**src/rtl/isqrt_pkg.sv**
```systemverilog
// Shared constants for the integer square root pipeline.
package isqrt_pkg;

  // Default datapath width of the radicand.
  localparam int DEF_WIDTH = 64;

  // Fixed port widths of the radicand and root fields.
  localparam int IN_W  = 64;
  localparam int OUT_W = 32;

endpackage

```
**src/rtl/isqrt_step.sv**
```systemverilog
// One registered compare-subtract step of the digit-by-digit square root.
module isqrt_step import isqrt_pkg::*; #(
  parameter int WIDTH     = DEF_WIDTH,
  parameter int TRIAL_POS = 0
) (
  input  logic             clk,
  input  logic             rst_n,
  input  logic             valid_i,
  input  logic [WIDTH-1:0] rem_i,
  input  logic [WIDTH-1:0] root_i,
  output logic             valid_o,
  output logic [WIDTH-1:0] rem_o,
  output logic [WIDTH-1:0] root_o
);

  localparam logic [WIDTH-1:0] TRIAL = {{(WIDTH-1){1'b0}}, 1'b1} << TRIAL_POS;

  logic             valid_r;
  logic [WIDTH-1:0] rem_r;
  logic [WIDTH-1:0] root_r;
  logic [WIDTH-1:0] cand;
  logic             fits;
  logic [WIDTH-1:0] rem_nxt;
  logic [WIDTH-1:0] root_nxt;

  // Compare the remainder with trial bit OR partial root; reduce when it fits
  always_comb begin
    cand     = TRIAL | root_i;
    fits     = (rem_i >= cand);
    rem_nxt  = fits ? (rem_i - cand) : rem_i;
    root_nxt = (root_i >> 1) | (fits ? TRIAL : '0);
  end

  // Advance the valid bit; payload needs no reset
  always_ff @(posedge clk) begin
    if (!rst_n) begin
      valid_r <= 1'b0;
    end else begin
      valid_r <= valid_i;
    end
  end

  always_ff @(posedge clk) begin
    rem_r  <= rem_nxt;
    root_r <= root_nxt;
  end

  assign valid_o = valid_r;
  assign rem_o   = rem_r;
  assign root_o  = root_r;

endmodule

```
**config.mk**
```make
export PLATFORM = sky130hd
export DESIGN_NAME = isqrt_step
export DESIGN_NICKNAME = d
export VERILOG_FILES = /design/src/rtl/isqrt_pkg.sv /design/src/rtl/isqrt_step.sv
export SDC_FILE = /design/constraint.sdc
export NUM_CORES = 1
export LEC_CHECK = 0
export ABC_AREA = 1
export BUFFER_PORTS_ARGS = -buffer_cell sky130_fd_sc_hd__buf_2
export CAP_MARGIN = 20
export CORE_ASPECT_RATIO = 1.75
export CORE_MARGIN = 2
export CORE_UTILIZATION = 59
export CTS_CLUSTER_SIZE = 16
export DETAILED_ROUTE_END_ITERATION = 8
export PLACE_DENSITY = 0.95
export SLEW_MARGIN = 20
export SYNTH_ARGS = -nofsm -noshare
export SYNTH_HDL_FRONTEND = slang
export SYNTH_SLANG_ARGS = --single-unit
```
**constraint.sdc**
```tcl
create_clock -name clk -period 3 [get_ports clk]
set_clock_uncertainty 0.15 [all_clocks]
set_input_delay 0.3 -clock clk [delete_from_list [all_inputs] [get_ports clk]]
set_output_delay 0.3 -clock clk [all_outputs]
set_load 0.02 [all_outputs]
```
==> flow_summary.toml, run 1 <==
[grt]
grt_pass1_vias = 14200
grt_remaining_overflow = 18
grt_first_pass_wirelength_mm = 82.8
pin_count_of_the_biggest_net_entering_global_routing = 25
grt.total_usage_pct = 62.6

[status]
stop_stage = "global routing (5_1_grt)"
status = "aborted with a tool error"
stop_error = "[ERROR GRT-0116] Global routing finished with congestion. Check the congestion regions in the DRC Viewer."

[synth]
synth_compound_gate_area_share_pct = 2.54
synth_simple_gate_area_share_pct = 43.5
synth.net_count = 1910
post_synth_fa_ha_maj_area_fraction_pct = 8.28
yosys_warnings = 0
yosysTopAreaCell = "sky130_fd_sc_hd__nand2_1"
yosys.area_share.xor_xnor_pct = 2.74
synth_top_family_by_area = "simple AND/OR/NAND/NOR gates"
netlist_instances = 1714
post_synth_main_area_contributors = "sky130_fd_sc_hd__nand2_1 28%, sky130_fd_sc_hd__dfxtp_1 26%, sky130_fd_sc_hd__inv_1 15%"
syn-mean-instance-area_um2 = 5.78
synth_top_area_share_pct = 27.7
seq_area_frac_synth_pct = 25.8
flip_flop_and_latch_count_after_synthesis = 128
synth_area_um2 = 9910
synthDistinctLibCells = 31
synth_mux_area_share_pct = 0

[placement]
post-place-cells = 2200
detailedPlacementHpwl_mm = 30.8
preCtsSetupSlack_ns = 0.275
placement.io_buffers = 257
detailed_place.area_um2 = 11500
finalWeightedCongestion = 1.02

[clock_network]
cts.path.max_buffers = 2
tritoncts.num_buffers = 17
cts-root-buf = "sky130_fd_sc_hd__clkbuf_16"
tritoncts_num_sinks = 128
post_cts.resized_instances = 0
cts_h_tree_depth = 4

[floorplanning]
initial_core_util_pct = 60.3
placement_rows = 62
die_width_um = 102
floorplan.die.height_um = 175
io-pin-count = 260
## kinds of logic after synthesis
kind of cell	count (synthesis)
compound gates	48
xor+xnor	31
fa+ha+maj	65
buf+inv	419
flops	128
other cells	1
simple gates	1022
## cells in the mapped netlist
master	count
sky130_fd_sc_hd__a21oi_1	39
sky130_fd_sc_hd__a21oi_2	3
sky130_fd_sc_hd__and2_1	2
sky130_fd_sc_hd__and3_1	1
sky130_fd_sc_hd__buf_12	2
sky130_fd_sc_hd__buf_2	1
sky130_fd_sc_hd__buf_4	2
sky130_fd_sc_hd__buf_6	10
sky130_fd_sc_hd__clkinv_1	2
sky130_fd_sc_hd__conb_1	1
sky130_fd_sc_hd__dfxtp_1	128
sky130_fd_sc_hd__fa_1	1
sky130_fd_sc_hd__ha_1	64
sky130_fd_sc_hd__inv_1	390
sky130_fd_sc_hd__inv_2	12
sky130_fd_sc_hd__nand2_1	732
sky130_fd_sc_hd__nand2_2	22
sky130_fd_sc_hd__nand2_4	21
sky130_fd_sc_hd__nand3_1	89
sky130_fd_sc_hd__nand3_2	2
sky130_fd_sc_hd__nand4_1	19
sky130_fd_sc_hd__nor2_1	106
sky130_fd_sc_hd__nor2_2	6
sky130_fd_sc_hd__nor2_4	4
sky130_fd_sc_hd__nor3_1	11
sky130_fd_sc_hd__nor3_2	3
sky130_fd_sc_hd__nor4_1	3
sky130_fd_sc_hd__o21ai_0	5
sky130_fd_sc_hd__o21ai_1	1
sky130_fd_sc_hd__or2_2	1
sky130_fd_sc_hd__xor2_1	31
## per-stage QoR
step / util [%] / hold slack [ns]
3_3_place_gp: 70.0 / 0.266
3_5_place_dp: 70.0 / 0.267
4_1_cts: 80.9 / 0.00126
2_1_floorplan: - / 0.178
## per-layer routing
layer / track usage, % / GRT overflow
met4: 62.2 / 9
met2: 85.8 / 9
met5: 5.62 / 0
met1: 60.9 / 0
met3: 39.6 / 0
## repair_timing
action,4_1_cts
endpoints found under the hold margin,123
buffers inserted,0
hold buffers,124
==> run 2: changes to the inputs <==
--- a/config.mk
+++ b/config.mk
@@ -8,12 +8,10 @@
 export ABC_AREA = 1
 export BUFFER_PORTS_ARGS = -buffer_cell sky130_fd_sc_hd__buf_2
 export CAP_MARGIN = 20
-export CORE_ASPECT_RATIO = 1.75
 export CORE_MARGIN = 2
-export CORE_UTILIZATION = 59
-export CTS_CLUSTER_SIZE = 16
+export CORE_UTILIZATION = 40
 export DETAILED_ROUTE_END_ITERATION = 8
-export PLACE_DENSITY = 0.95
+export PLACE_DENSITY_LB_ADDON = 0.15
 export SLEW_MARGIN = 20
 export SYNTH_ARGS = -nofsm -noshare
 export SYNTH_HDL_FRONTEND = slang
==> flow_summary.toml, run 2 <==
[clock_network]
post-cts-setup-buffer-count = 0
cts_tree = "done"
cts_h_tree_depth = 4
cts-root-buf = "sky130_fd_sc_hd__clkbuf_16"
tritoncts.num_buffers = 17
cts.path.max_buffers = 2
worst_setup_hold_path_clk_slew_ns = 0.07
tritoncts_num_sinks = 128

[sta]
finalSetupViolCount = 0
finalWorstSetupSlack_ns = 0.137
final_critical_path_share_of_the_clock_period_pct = 95.4
hold_viol_final = 0
highest_attainable_clock_frequency_mhz = 349
timing.final.max_slew_violations = 0
grt_setup_unrepaired = "false"
setup_tns_ns = 0
period_minus_slack_ns = 2.86

[synth]
synthDistinctLibCells = 31
yosysMostFrequentCell = "sky130_fd_sc_hd__nand2_1"
netlist_instances = 1714
seq_area_frac_synth_pct = 25.8
dominantRegCellSynth = "sky130_fd_sc_hd__dfxtp_1"
ys_async_sr_fraction_pct = 0
synth_area_um2 = 9910
synth_edf_count = 0
yosys_warnings = 0
yosysTopAreaCell = "sky130_fd_sc_hd__nand2_1"
synth_top_area_share_pct = 27.7
syn-mean-instance-area_um2 = 5.78
post_synth_main_area_contributors = "sky130_fd_sc_hd__nand2_1 28%, sky130_fd_sc_hd__dfxtp_1 26%, sky130_fd_sc_hd__inv_1 15%"
synth_commonest_cells = "732 x sky130_fd_sc_hd__nand2_1, 390 x sky130_fd_sc_hd__inv_1, 128 x sky130_fd_sc_hd__dfxtp_1"
flip_flop_and_latch_count_after_synthesis = 128
synth.net_count = 1910

[setup_path]
worst_path_most_repeated_cell = "sky130_fd_sc_hd__nand2_1"
crit_path_start_kind = "primary input"
setup.worst_path.end_class = "register"
cp_slowest_stage_delay_ns = 0.53
worst-setup-path-type = "primary input to register"
critical_path.slowest_cell = "sky130_fd_sc_hd__dlygate4sd3_1"
worst_setup_path_startpoint = "rem_i[7]"
critical_path_required_ns = 3.19
arrival_ns = 3.05
crit_chain = "dlygate4sd3_1 -> buf_2 -> ha_1 -> nand2_1 -> inv_1 -> nand2_1 -> nand2_1 -> inv_1 -> nand3_1 -> nand2_1 -> nand3_1 -> nand2_1 -> nand3_1 -> nand3_1 -> nand2_1"
worst-path-max-fanout = 4

[detailed_routing]
drt_first_iter_violations = 564
detail_route.drc_violations = 0
detail_route.vias_per_cell = 4.49
totalWireLength_mm = 36.2
num_vias = 11000
detail-route-antenna-nets = 0
drt_first_pass_iters = 5
wl_per_cell_um = 14.7

[power_and_ir_drop]
p_comb_share_pct = 33.8
ir_worst_vdd_mv = 0.323
power_leakage_nw = 8.32
p_per_area_nw_per_um2 = 494
power.internal_mw = 4.29
total_switching_power_mw = 2.39
totalPowerFinal_mw = 6.68
share_clk_of_total_power_pct = 36.9
seqPwrFrac_pct = 29.2
switching_power_share_of_the_total_pct = 35.8

[cells_and_area]
most_common_cell_after_layout_fill_and_taps_aside = "sky130_fd_sc_hd__nand2_1"
layout_cell_share_with_drive_strength_beyond_1_pct = 17.7
area_growth_syn_to_layout_pct = 36.4
most-common-layout-cells = "732 x sky130_fd_sc_hd__nand2_1, 390 x sky130_fd_sc_hd__inv_1, 257 x sky130_fd_sc_hd__buf_2, 128 x sky130_fd_sc_hd__dfxtp_1, 127 x sky130_fd_sc_hd__dlygate4sd3_1"
final_net_count = 2312
layout_fillers = 2545
area.sequential_um2 = 2560
multi_input_comb_area_um2 = 5670
largest_register_ffs = 64
num_antenna_cells = 0
finalNonFillerCells = 2453

[placement]
post-place-cells = 2294
placement.io_buffers = 257
detailedPlacementHpwl_mm = 29.5
preCtsSetupSlack_ns = 0.273
finalWeightedCongestion = 0.947

[grt]
grt_first_pass_wirelength_mm = 56.2
pin_count_of_the_biggest_net_entering_global_routing = 47
grt.total_usage_pct = 28.0
grt_remaining_overflow = 0
grt_pass1_vias = 10700
grt_antenna_before_repair = 0

[job]
cap_viol_max_count = 0

[floorplanning]
initial_core_util_pct = 40.8
die_width_um = 161
floorplan.die.height_um = 161
placement_rows = 57
io-pin-count = 260
dieArea_um2 = 26100
core_um2 = 24300

[hold_path]
worst_hold_path_cells = 3
hp-class = "primary input to register"
hold_start = "rem_i[0]"
hold_path_end = "rem_o[0]$_DFF_P_"

[status]
status = "finished clean"
==> run 2: worst max-delay path by stage <==
stage                                   end  slack, ns
final                     rem_o[57]$_DFF_P_       0.14
after global routing      rem_o[46]$_DFF_P_      0.004
after CTS                 rem_o[44]$_DFF_P_       0.16
after detailed placement  rem_o[55]$_DFF_P_       0.27
after global placement    rem_o[47]$_DFF_P_       0.29
after floorplan           rem_o[10]$_DFF_P_       0.85
==> run 2: cell type report <==
type / count / share of cell area [%]
clock buffers: 20 / 3.30
inverters: 404 / 11.2
flip-flops and latches: 128 / 18.9
multi-input cells: 1167 / 41.9
well taps: 324 / 3.00
clock inverters: 12 / 1.70
repair buffers: 398 / 19.9
==> run 2: cells by family (layout without fill, tap and decap cells) <==
logic type      Yosys count  in the layout  share of synthesized area, %
other cells               1              1                        0.0378
simple gates           1022           1022                          43.5
flops                   128            128                          25.8
fa+ha+maj                65             65                          8.28
compound gates           48             48                          2.54
buf+inv                 419            834                          17.0
xor+xnor                 31             31                          2.74
==> run 2: timing repair <==
action / 4_1_cts / 5_1_grt
hold endpoints to repair: 126 / 0
gates resized for setup: 0 / 3
hold buffers: 127 / 0
setup endpoints to repair: 0 / 27
==> run 2: power by group through the flow <==
| stage | logic [mW] | clock network [mW] | registers, mW |
|---|---|---|---|
| floorplan | 1.14 | 0 | 2.27 |
| global placement | 2.11 | 0 | 1.99 |
| detailed placement | 2.12 | 0 | 1.99 |
| CTS | 2.25 | 2.50 | 1.95 |
| global route | 2.50 | 2.57 | 1.97 |
| finish | 2.26 | 2.47 | 1.95 |
==> run 2: critical path: cells and delay by family <==
family	cells	cell delay, ns
fa+ha+maj	1	0.36
buf+inv	4	0.82
simple gates	10	1.55
==> run 2: per-stage QoR <==
step	hold WS [ns]	cell area, um2	util (%)
2_1_floorplan	0.178	9910	-
3_3_place_gp	0.267	11600	47.5
3_5_place_dp	0.267	11600	47.5
4_1_cts	0.00777	13500	55.6
5_1_grt	0.0494	13500	55.6
6_report	0.0182	13500	55.6
==> run 2: layer usage <==
| layer | vias to the layer above | wire, um | GRT usage, % |
|---|---|---|---|
| met5 | - | 0 | 0 |
| met4 | 0 | 1060 | 9.74 |
| met3 | 51 | 1830 | 4.85 |
| met2 | 278 | 15800 | 45.3 |
| met1 | 4838 | 17500 | 37.5 |
| li1 | 5842 | - | - |
Note: power is estimated with default switching activity, not from simulation.
==> run 3: changes to the inputs <==
--- a/config.mk
+++ b/config.mk
@@ -6,7 +6,7 @@
 export NUM_CORES = 1
 export LEC_CHECK = 0
 export ABC_AREA = 1
-export BUFFER_PORTS_ARGS = -buffer_cell sky130_fd_sc_hd__buf_2
+export BUFFER_PORTS_ARGS = -buffer_cell sky130_fd_sc_hd__clkbuf_2
 export CAP_MARGIN = 20
 export CORE_MARGIN = 2
 export CORE_UTILIZATION = 40
==> flow_summary.toml, run 3 (synthesized netlist as in run 2, its figures left out) <==
[status]
status = "finished clean"

[cells_and_area]
finalNonFillerCells = 2453
most-common-layout-cells = "732 x sky130_fd_sc_hd__nand2_1, 390 x sky130_fd_sc_hd__inv_1, 257 x sky130_fd_sc_hd__clkbuf_2, 128 x sky130_fd_sc_hd__dfxtp_1, 127 x sky130_fd_sc_hd__dlygate4sd3_1"
area_growth_syn_to_layout_pct = 36.5
layout_fillers = 2532
layout_cell_share_with_drive_strength_beyond_1_pct = 17.8
largest_register_ffs = 64
final_net_count = 2312
most_common_cell_after_layout_fill_and_taps_aside = "sky130_fd_sc_hd__nand2_1"
num_antenna_cells = 0

[detailed_routing]
drt_first_pass_iters = 7
totalWireLength_mm = 35.8
detail_route.vias_per_cell = 4.48
detail-route-antenna-nets = 0
wl_per_cell_um = 14.6
num_vias = 11000
detail_route.drc_violations = 0
drt_first_iter_violations = 626

[floorplanning]
placement_rows = 57
initial_core_util_pct = 40.8
die_width_um = 161
io-pin-count = 260
floorplan.die.height_um = 161
core_um2 = 24300
dieArea_um2 = 26100

[power_and_ir_drop]
seqPwrFrac_pct = 29.3
power_leakage_nw = 8.38
switching_power_share_of_the_total_pct = 35.7
p_per_area_nw_per_um2 = 495
ir_worst_vdd_mv = 0.305
total_switching_power_mw = 2.39
power.internal_mw = 4.31
share_clk_of_total_power_pct = 37.0
p_comb_share_pct = 33.7

[placement]
finalWeightedCongestion = 0.941
detailedPlacementHpwl_mm = 29.4
placement.io_buffers = 257
post-place-cells = 2294

[grt]
grt_remaining_overflow = 0
pin_count_of_the_biggest_net_entering_global_routing = 47
grt.total_usage_pct = 27.7
grt_antenna_before_repair = 0
grt_pass1_vias = 10600
grt_first_pass_wirelength_mm = 55.5

[setup_path]
crit_path_start_kind = "primary input"
worst-path-max-fanout = 4
critical_path_required_ns = 3.17
setup.worst_path.end_class = "register"
arrival_ns = 3.06
worst-setup-path-type = "primary input to register"

[sta]
holdWs_ns = 0.0404
highest_attainable_clock_frequency_mhz = 346
timing.final.max_slew_violations = 0
final_critical_path_share_of_the_clock_period_pct = 96.3
worstMarginPinSlew_ns = 0.544
slew-limit-headroom_pct = 63.5
grt_setup_unrepaired = "false"
period_minus_slack_ns = 2.89
finalSetupViolCount = 0
hold_viol_final = 0
setup_tns_ns = 0

[clock_network]
worst_setup_hold_path_clk_slew_ns = 0.06
cts.path.max_buffers = 2
cts_h_tree_depth = 4
post-cts-setup-buffer-count = 0
tritoncts.num_buffers = 17
tritoncts_num_sinks = 128
cts_tree = "done"
cts-root-buf = "sky130_fd_sc_hd__clkbuf_16"

[job]
cap_viol_max_count = 0

[hold_path]
hp-class = "primary input to register"
[run 3: cell count changes in the layout (fill, tap and decap cells not counted)]
cell | before | now
sky130_fd_sc_hd__inv_6 | 2 | 1
sky130_fd_sc_hd__clkbuf_8 | 1 | 2
sky130_fd_sc_hd__clkbuf_1 | 2 | 1
sky130_fd_sc_hd__clkbuf_2 | 0 | 257
sky130_fd_sc_hd__buf_2 | 257 | 0
sky130_fd_sc_hd__clkinv_4 | 2 | 3
[run 3: power by group through the flow]
stage | sequential [mW] | clock, mW | combinational [mW]
final | 1.96 | 2.48 | 2.25
after global placement | 2.00 | 0 | 2.10
after global routing | 1.98 | 2.59 | 2.50
after floorplan | 2.27 | 0 | 1.14
after CTS | 1.96 | 2.51 | 2.25
after detailed placement | 2.00 | 0 | 2.11
[run 3: final cells by class]
class                      instances  area (um2)  share of cell area (%)
clock buffer                      20         457                    3.37
clock inverter                    12         230                    1.70
inverter                         404        1520                    11.2
multi-input combinational       1167        5670                    41.9
sequential                       128        2560                    18.9
tap                              324         405                    3.00
timing repair buffer             398        2690                    19.9
[run 3: path summary, 6_finish.rpt]
check	endpoint	cells past startpoint	start
max	rem_o[50]$_DFF_P_	14	rem_i[9]
min	rem_o[0]$_DFF_P_	3	rem_i[0]
[run 3: layer usage]
| layer | up-vias | global-route usage (%) | routed length [um] | share of wire (%) |
|---|---|---|---|---|
| met5 | - | 0 | 0 | 0 |
| met4 | 0 | 9.78 | 1030 | 2.9 |
| met3 | 57 | 4.67 | 2100 | 5.9 |
| met2 | 315 | 45.1 | 15800 | 44 |
| met1 | 4761 | 36.9 | 16900 | 47 |
| li1 | 5850 | - | - | - |
[run 3: through the flow]
step | power (mW) | worst slack (ns) | instance area [um2] | utilization [%]
after floorplan | 3.41 | 0.852 | 9910 | -
after global placement | 4.10 | 0.238 | 11600 | 47.5
after detailed placement | 4.11 | 0.249 | 11600 | 47.5
after CTS | 6.72 | 0.134 | 13500 | 55.6
after global routing | 7.07 | 0.00145 | 13500 | 55.6
final | 6.69 | 0.111 | 13500 | 55.6
[run 3: critical path, cell delays in order]
cell                            delay (ns)
sky130_fd_sc_hd__dlygate4sd3_1        0.54
sky130_fd_sc_hd__clkbuf_2             0.14
sky130_fd_sc_hd__ha_1                 0.37
sky130_fd_sc_hd__nand2_2              0.11
sky130_fd_sc_hd__nor2_1               0.35
sky130_fd_sc_hd__nand3_1              0.13
sky130_fd_sc_hd__nand3_1              0.28
sky130_fd_sc_hd__nand2_1              0.09
sky130_fd_sc_hd__nand2_1              0.24
sky130_fd_sc_hd__nand2_1              0.17
sky130_fd_sc_hd__nand3_1              0.10
sky130_fd_sc_hd__nand2_1              0.05
sky130_fd_sc_hd__nand3_1              0.13
sky130_fd_sc_hd__nand2_1              0.07
[run 3: timing repair]
action	CTS	global route
hold buffers	127	0
endpoints found under the setup margin	0	31
endpoints found under the hold margin	126	0
resized for setup	0	3
==> run 4: changes to the inputs <==
==> constraint.sdc (replaced) <==
create_clock -name clk -period 2.4 [get_ports clk]
set_clock_uncertainty 0.15 [all_clocks]
set_input_delay 0.24 -clock clk [delete_from_list [all_inputs] [get_ports clk]]
set_output_delay 0.24 -clock clk [all_outputs]
set_load 0.02 [all_outputs]
==> flow_summary.toml, run 4 (synthesized netlist as in run 2, its figures left out) <==
[detailed_routing]
num_vias = 11900
wirelength_met1_mm = 17.9
detail_route.vias_per_cell = 4.44
drt_first_pass_iters = 5
detail-route-antenna-nets = 0
route.met2.wl_mm = 18.0
maxUsedRoutingLayer = "met4"
route.met3.wl_mm = 2.52
drt_first_iter_violations = 679
totalWireLength_mm = 39.2
detail_route.drc_violations = 0
wl_per_cell_um = 14.6

[cells_and_area]
layout_cell_share_with_drive_strength_beyond_1_pct = 25.8
final_net_count = 2544
area_growth_syn_to_layout_pct = 54.3
finalNonFillerCells = 2684
post-route-util_pct = 62.9
finalInstanceArea_um2 = 15300
most_common_cell_after_layout_fill_and_taps_aside = "sky130_fd_sc_hd__nand2_1"
most-common-layout-cells = "731 x sky130_fd_sc_hd__nand2_1, 390 x sky130_fd_sc_hd__inv_1, 257 x sky130_fd_sc_hd__clkbuf_2, 239 x sky130_fd_sc_hd__buf_4"
num_antenna_cells = 0
largest_register_ffs = 64

[job]
cap_viol_max_count = 0

[placement]
detailed_place.area_um2 = 13300
detailedPlacementHpwl_mm = 31.9
post-place-cells = 2525
placement.io_buffers = 257
finalWeightedCongestion = 0.956
preCtsSetupSlack_ns = -0.191

[sta]
finalWorstSetupSlack_ns = 0.130
setup_tns_ns = 0
finalSetupViolCount = 0
timing.final.max_slew_violations = 0
grt_setup_unrepaired = "false"
period_minus_slack_ns = 2.27
hold_viol_final = 0
holdWs_ns = 0.0547
final_critical_path_share_of_the_clock_period_pct = 94.6
highest_attainable_clock_frequency_mhz = 440

[clock_network]
cts.path.max_buffers = 2
cts_h_tree_depth = 4
post-cts-setup-buffer-count = 0
cts-root-buf = "sky130_fd_sc_hd__clkbuf_16"
tritoncts_num_sinks = 128
worst_setup_hold_path_clk_slew_ns = 0.06
cts_tree = "done"
tritoncts.num_buffers = 17

[floorplanning]
dieArea_um2 = 26100
initial_core_util_pct = 40.8
die_width_um = 161
placement_rows = 57
io-pin-count = 260
core_um2 = 24300
floorplan.die.height_um = 161

[grt]
grt_remaining_overflow = 0
grt_antenna_before_repair = 1
grt_pass1_vias = 11600
grt_first_pass_wirelength_mm = 60.4
pin_count_of_the_biggest_net_entering_global_routing = 32
grt.total_usage_pct = 30.3

[setup_path]
critical_path_required_ns = 2.57
worst-path-max-fanout = 5
worst_setup_path_endpoint = "rem_o[55]$_DFF_P_"
arrival_ns = 2.44
worst_setup_path_startpoint = "rem_i[0]"
crit_path_start_kind = "primary input"
setup.worst_path.end_class = "register"
cp_slowest_stage_delay_ns = 0.56
worst-setup-path-type = "primary input to register"
crit_chain = "clkbuf_2 -> dlygate4sd3_1 -> buf_4 -> nand2_1 -> nand2_1 -> nand3_1 -> nand2_1 -> nand2_1 -> nand3_1 -> nand2_1 -> nand4_1 -> nand3_1 -> nand2_1"
worst_path_most_repeated_cell = "sky130_fd_sc_hd__nand2_1"
critical_path.slowest_cell = "sky130_fd_sc_hd__dlygate4sd3_1"

[hold_path]
worst_hold_path_cells = 4
hp-class = "primary input to register"

[power_and_ir_drop]
totalPowerFinal_mw = 8.78
p_per_area_nw_per_um2 = 574
power_leakage_nw = 9.51
ir_worst_vdd_mv = 0.422

[status]
status = "finished clean"
-- run 4: what timing repair did --
| item | in CTS | in global routing |
|---|---|---|
| hold endpoints to repair | 127 | 0 |
| resized for setup | 0 | 2 |
| setup endpoints to repair | 0 | 2 |
| hold buffers | 128 | 0 |
-- run 4: worst min-delay path by stage --
stage                from                 end  slack (ns)
2_1_floorplan  root_i[11]  root_o[10]$_DFF_P_        0.12
3_3_place_gp   root_i[38]  root_o[37]$_DFF_P_        0.21
3_5_place_dp   root_i[53]  root_o[52]$_DFF_P_        0.21
4_1_cts          rem_i[0]    rem_o[1]$_DFF_P_        0.03
5_1_grt          rem_i[0]    rem_o[1]$_DFF_P_        0.06
6_report         rem_i[0]    rem_o[1]$_DFF_P_        0.05
-- run 4: worst max-delay path: cells and delay by family --
kind | cells | cell delay, ns
buf+inv | 3 | 0.81
simple gates | 10 | 1.39
-- run 4: routing by layer --
| metal | global-route usage, % | up-vias |
|---|---|---|
| met5 | 0 | - |
| met4 | 8.36 | 0 |
| met3 | 6.45 | 37 |
| met2 | 51.2 | 333 |
| met1 | 38.9 | 5215 |
| li1 | - | 6319 |
-- run 4: final cells by class --
type	instances	area, um2
Inverter	404	1520
Timing Repair Buffer	630	4480
Clock buffer	19	453
Sequential cell	128	2560
Tap cell	324	405
Multi-Input combinational cell	1167	5670
Fill cell	2342	9020
Clock inverter	12	208
-- run 4: report_power, final --
part           internal, mW  switching [mW]
clock                  1.90            1.09
combinational          1.39            1.94
sequential             2.39          0.0701
total                  5.67            3.10
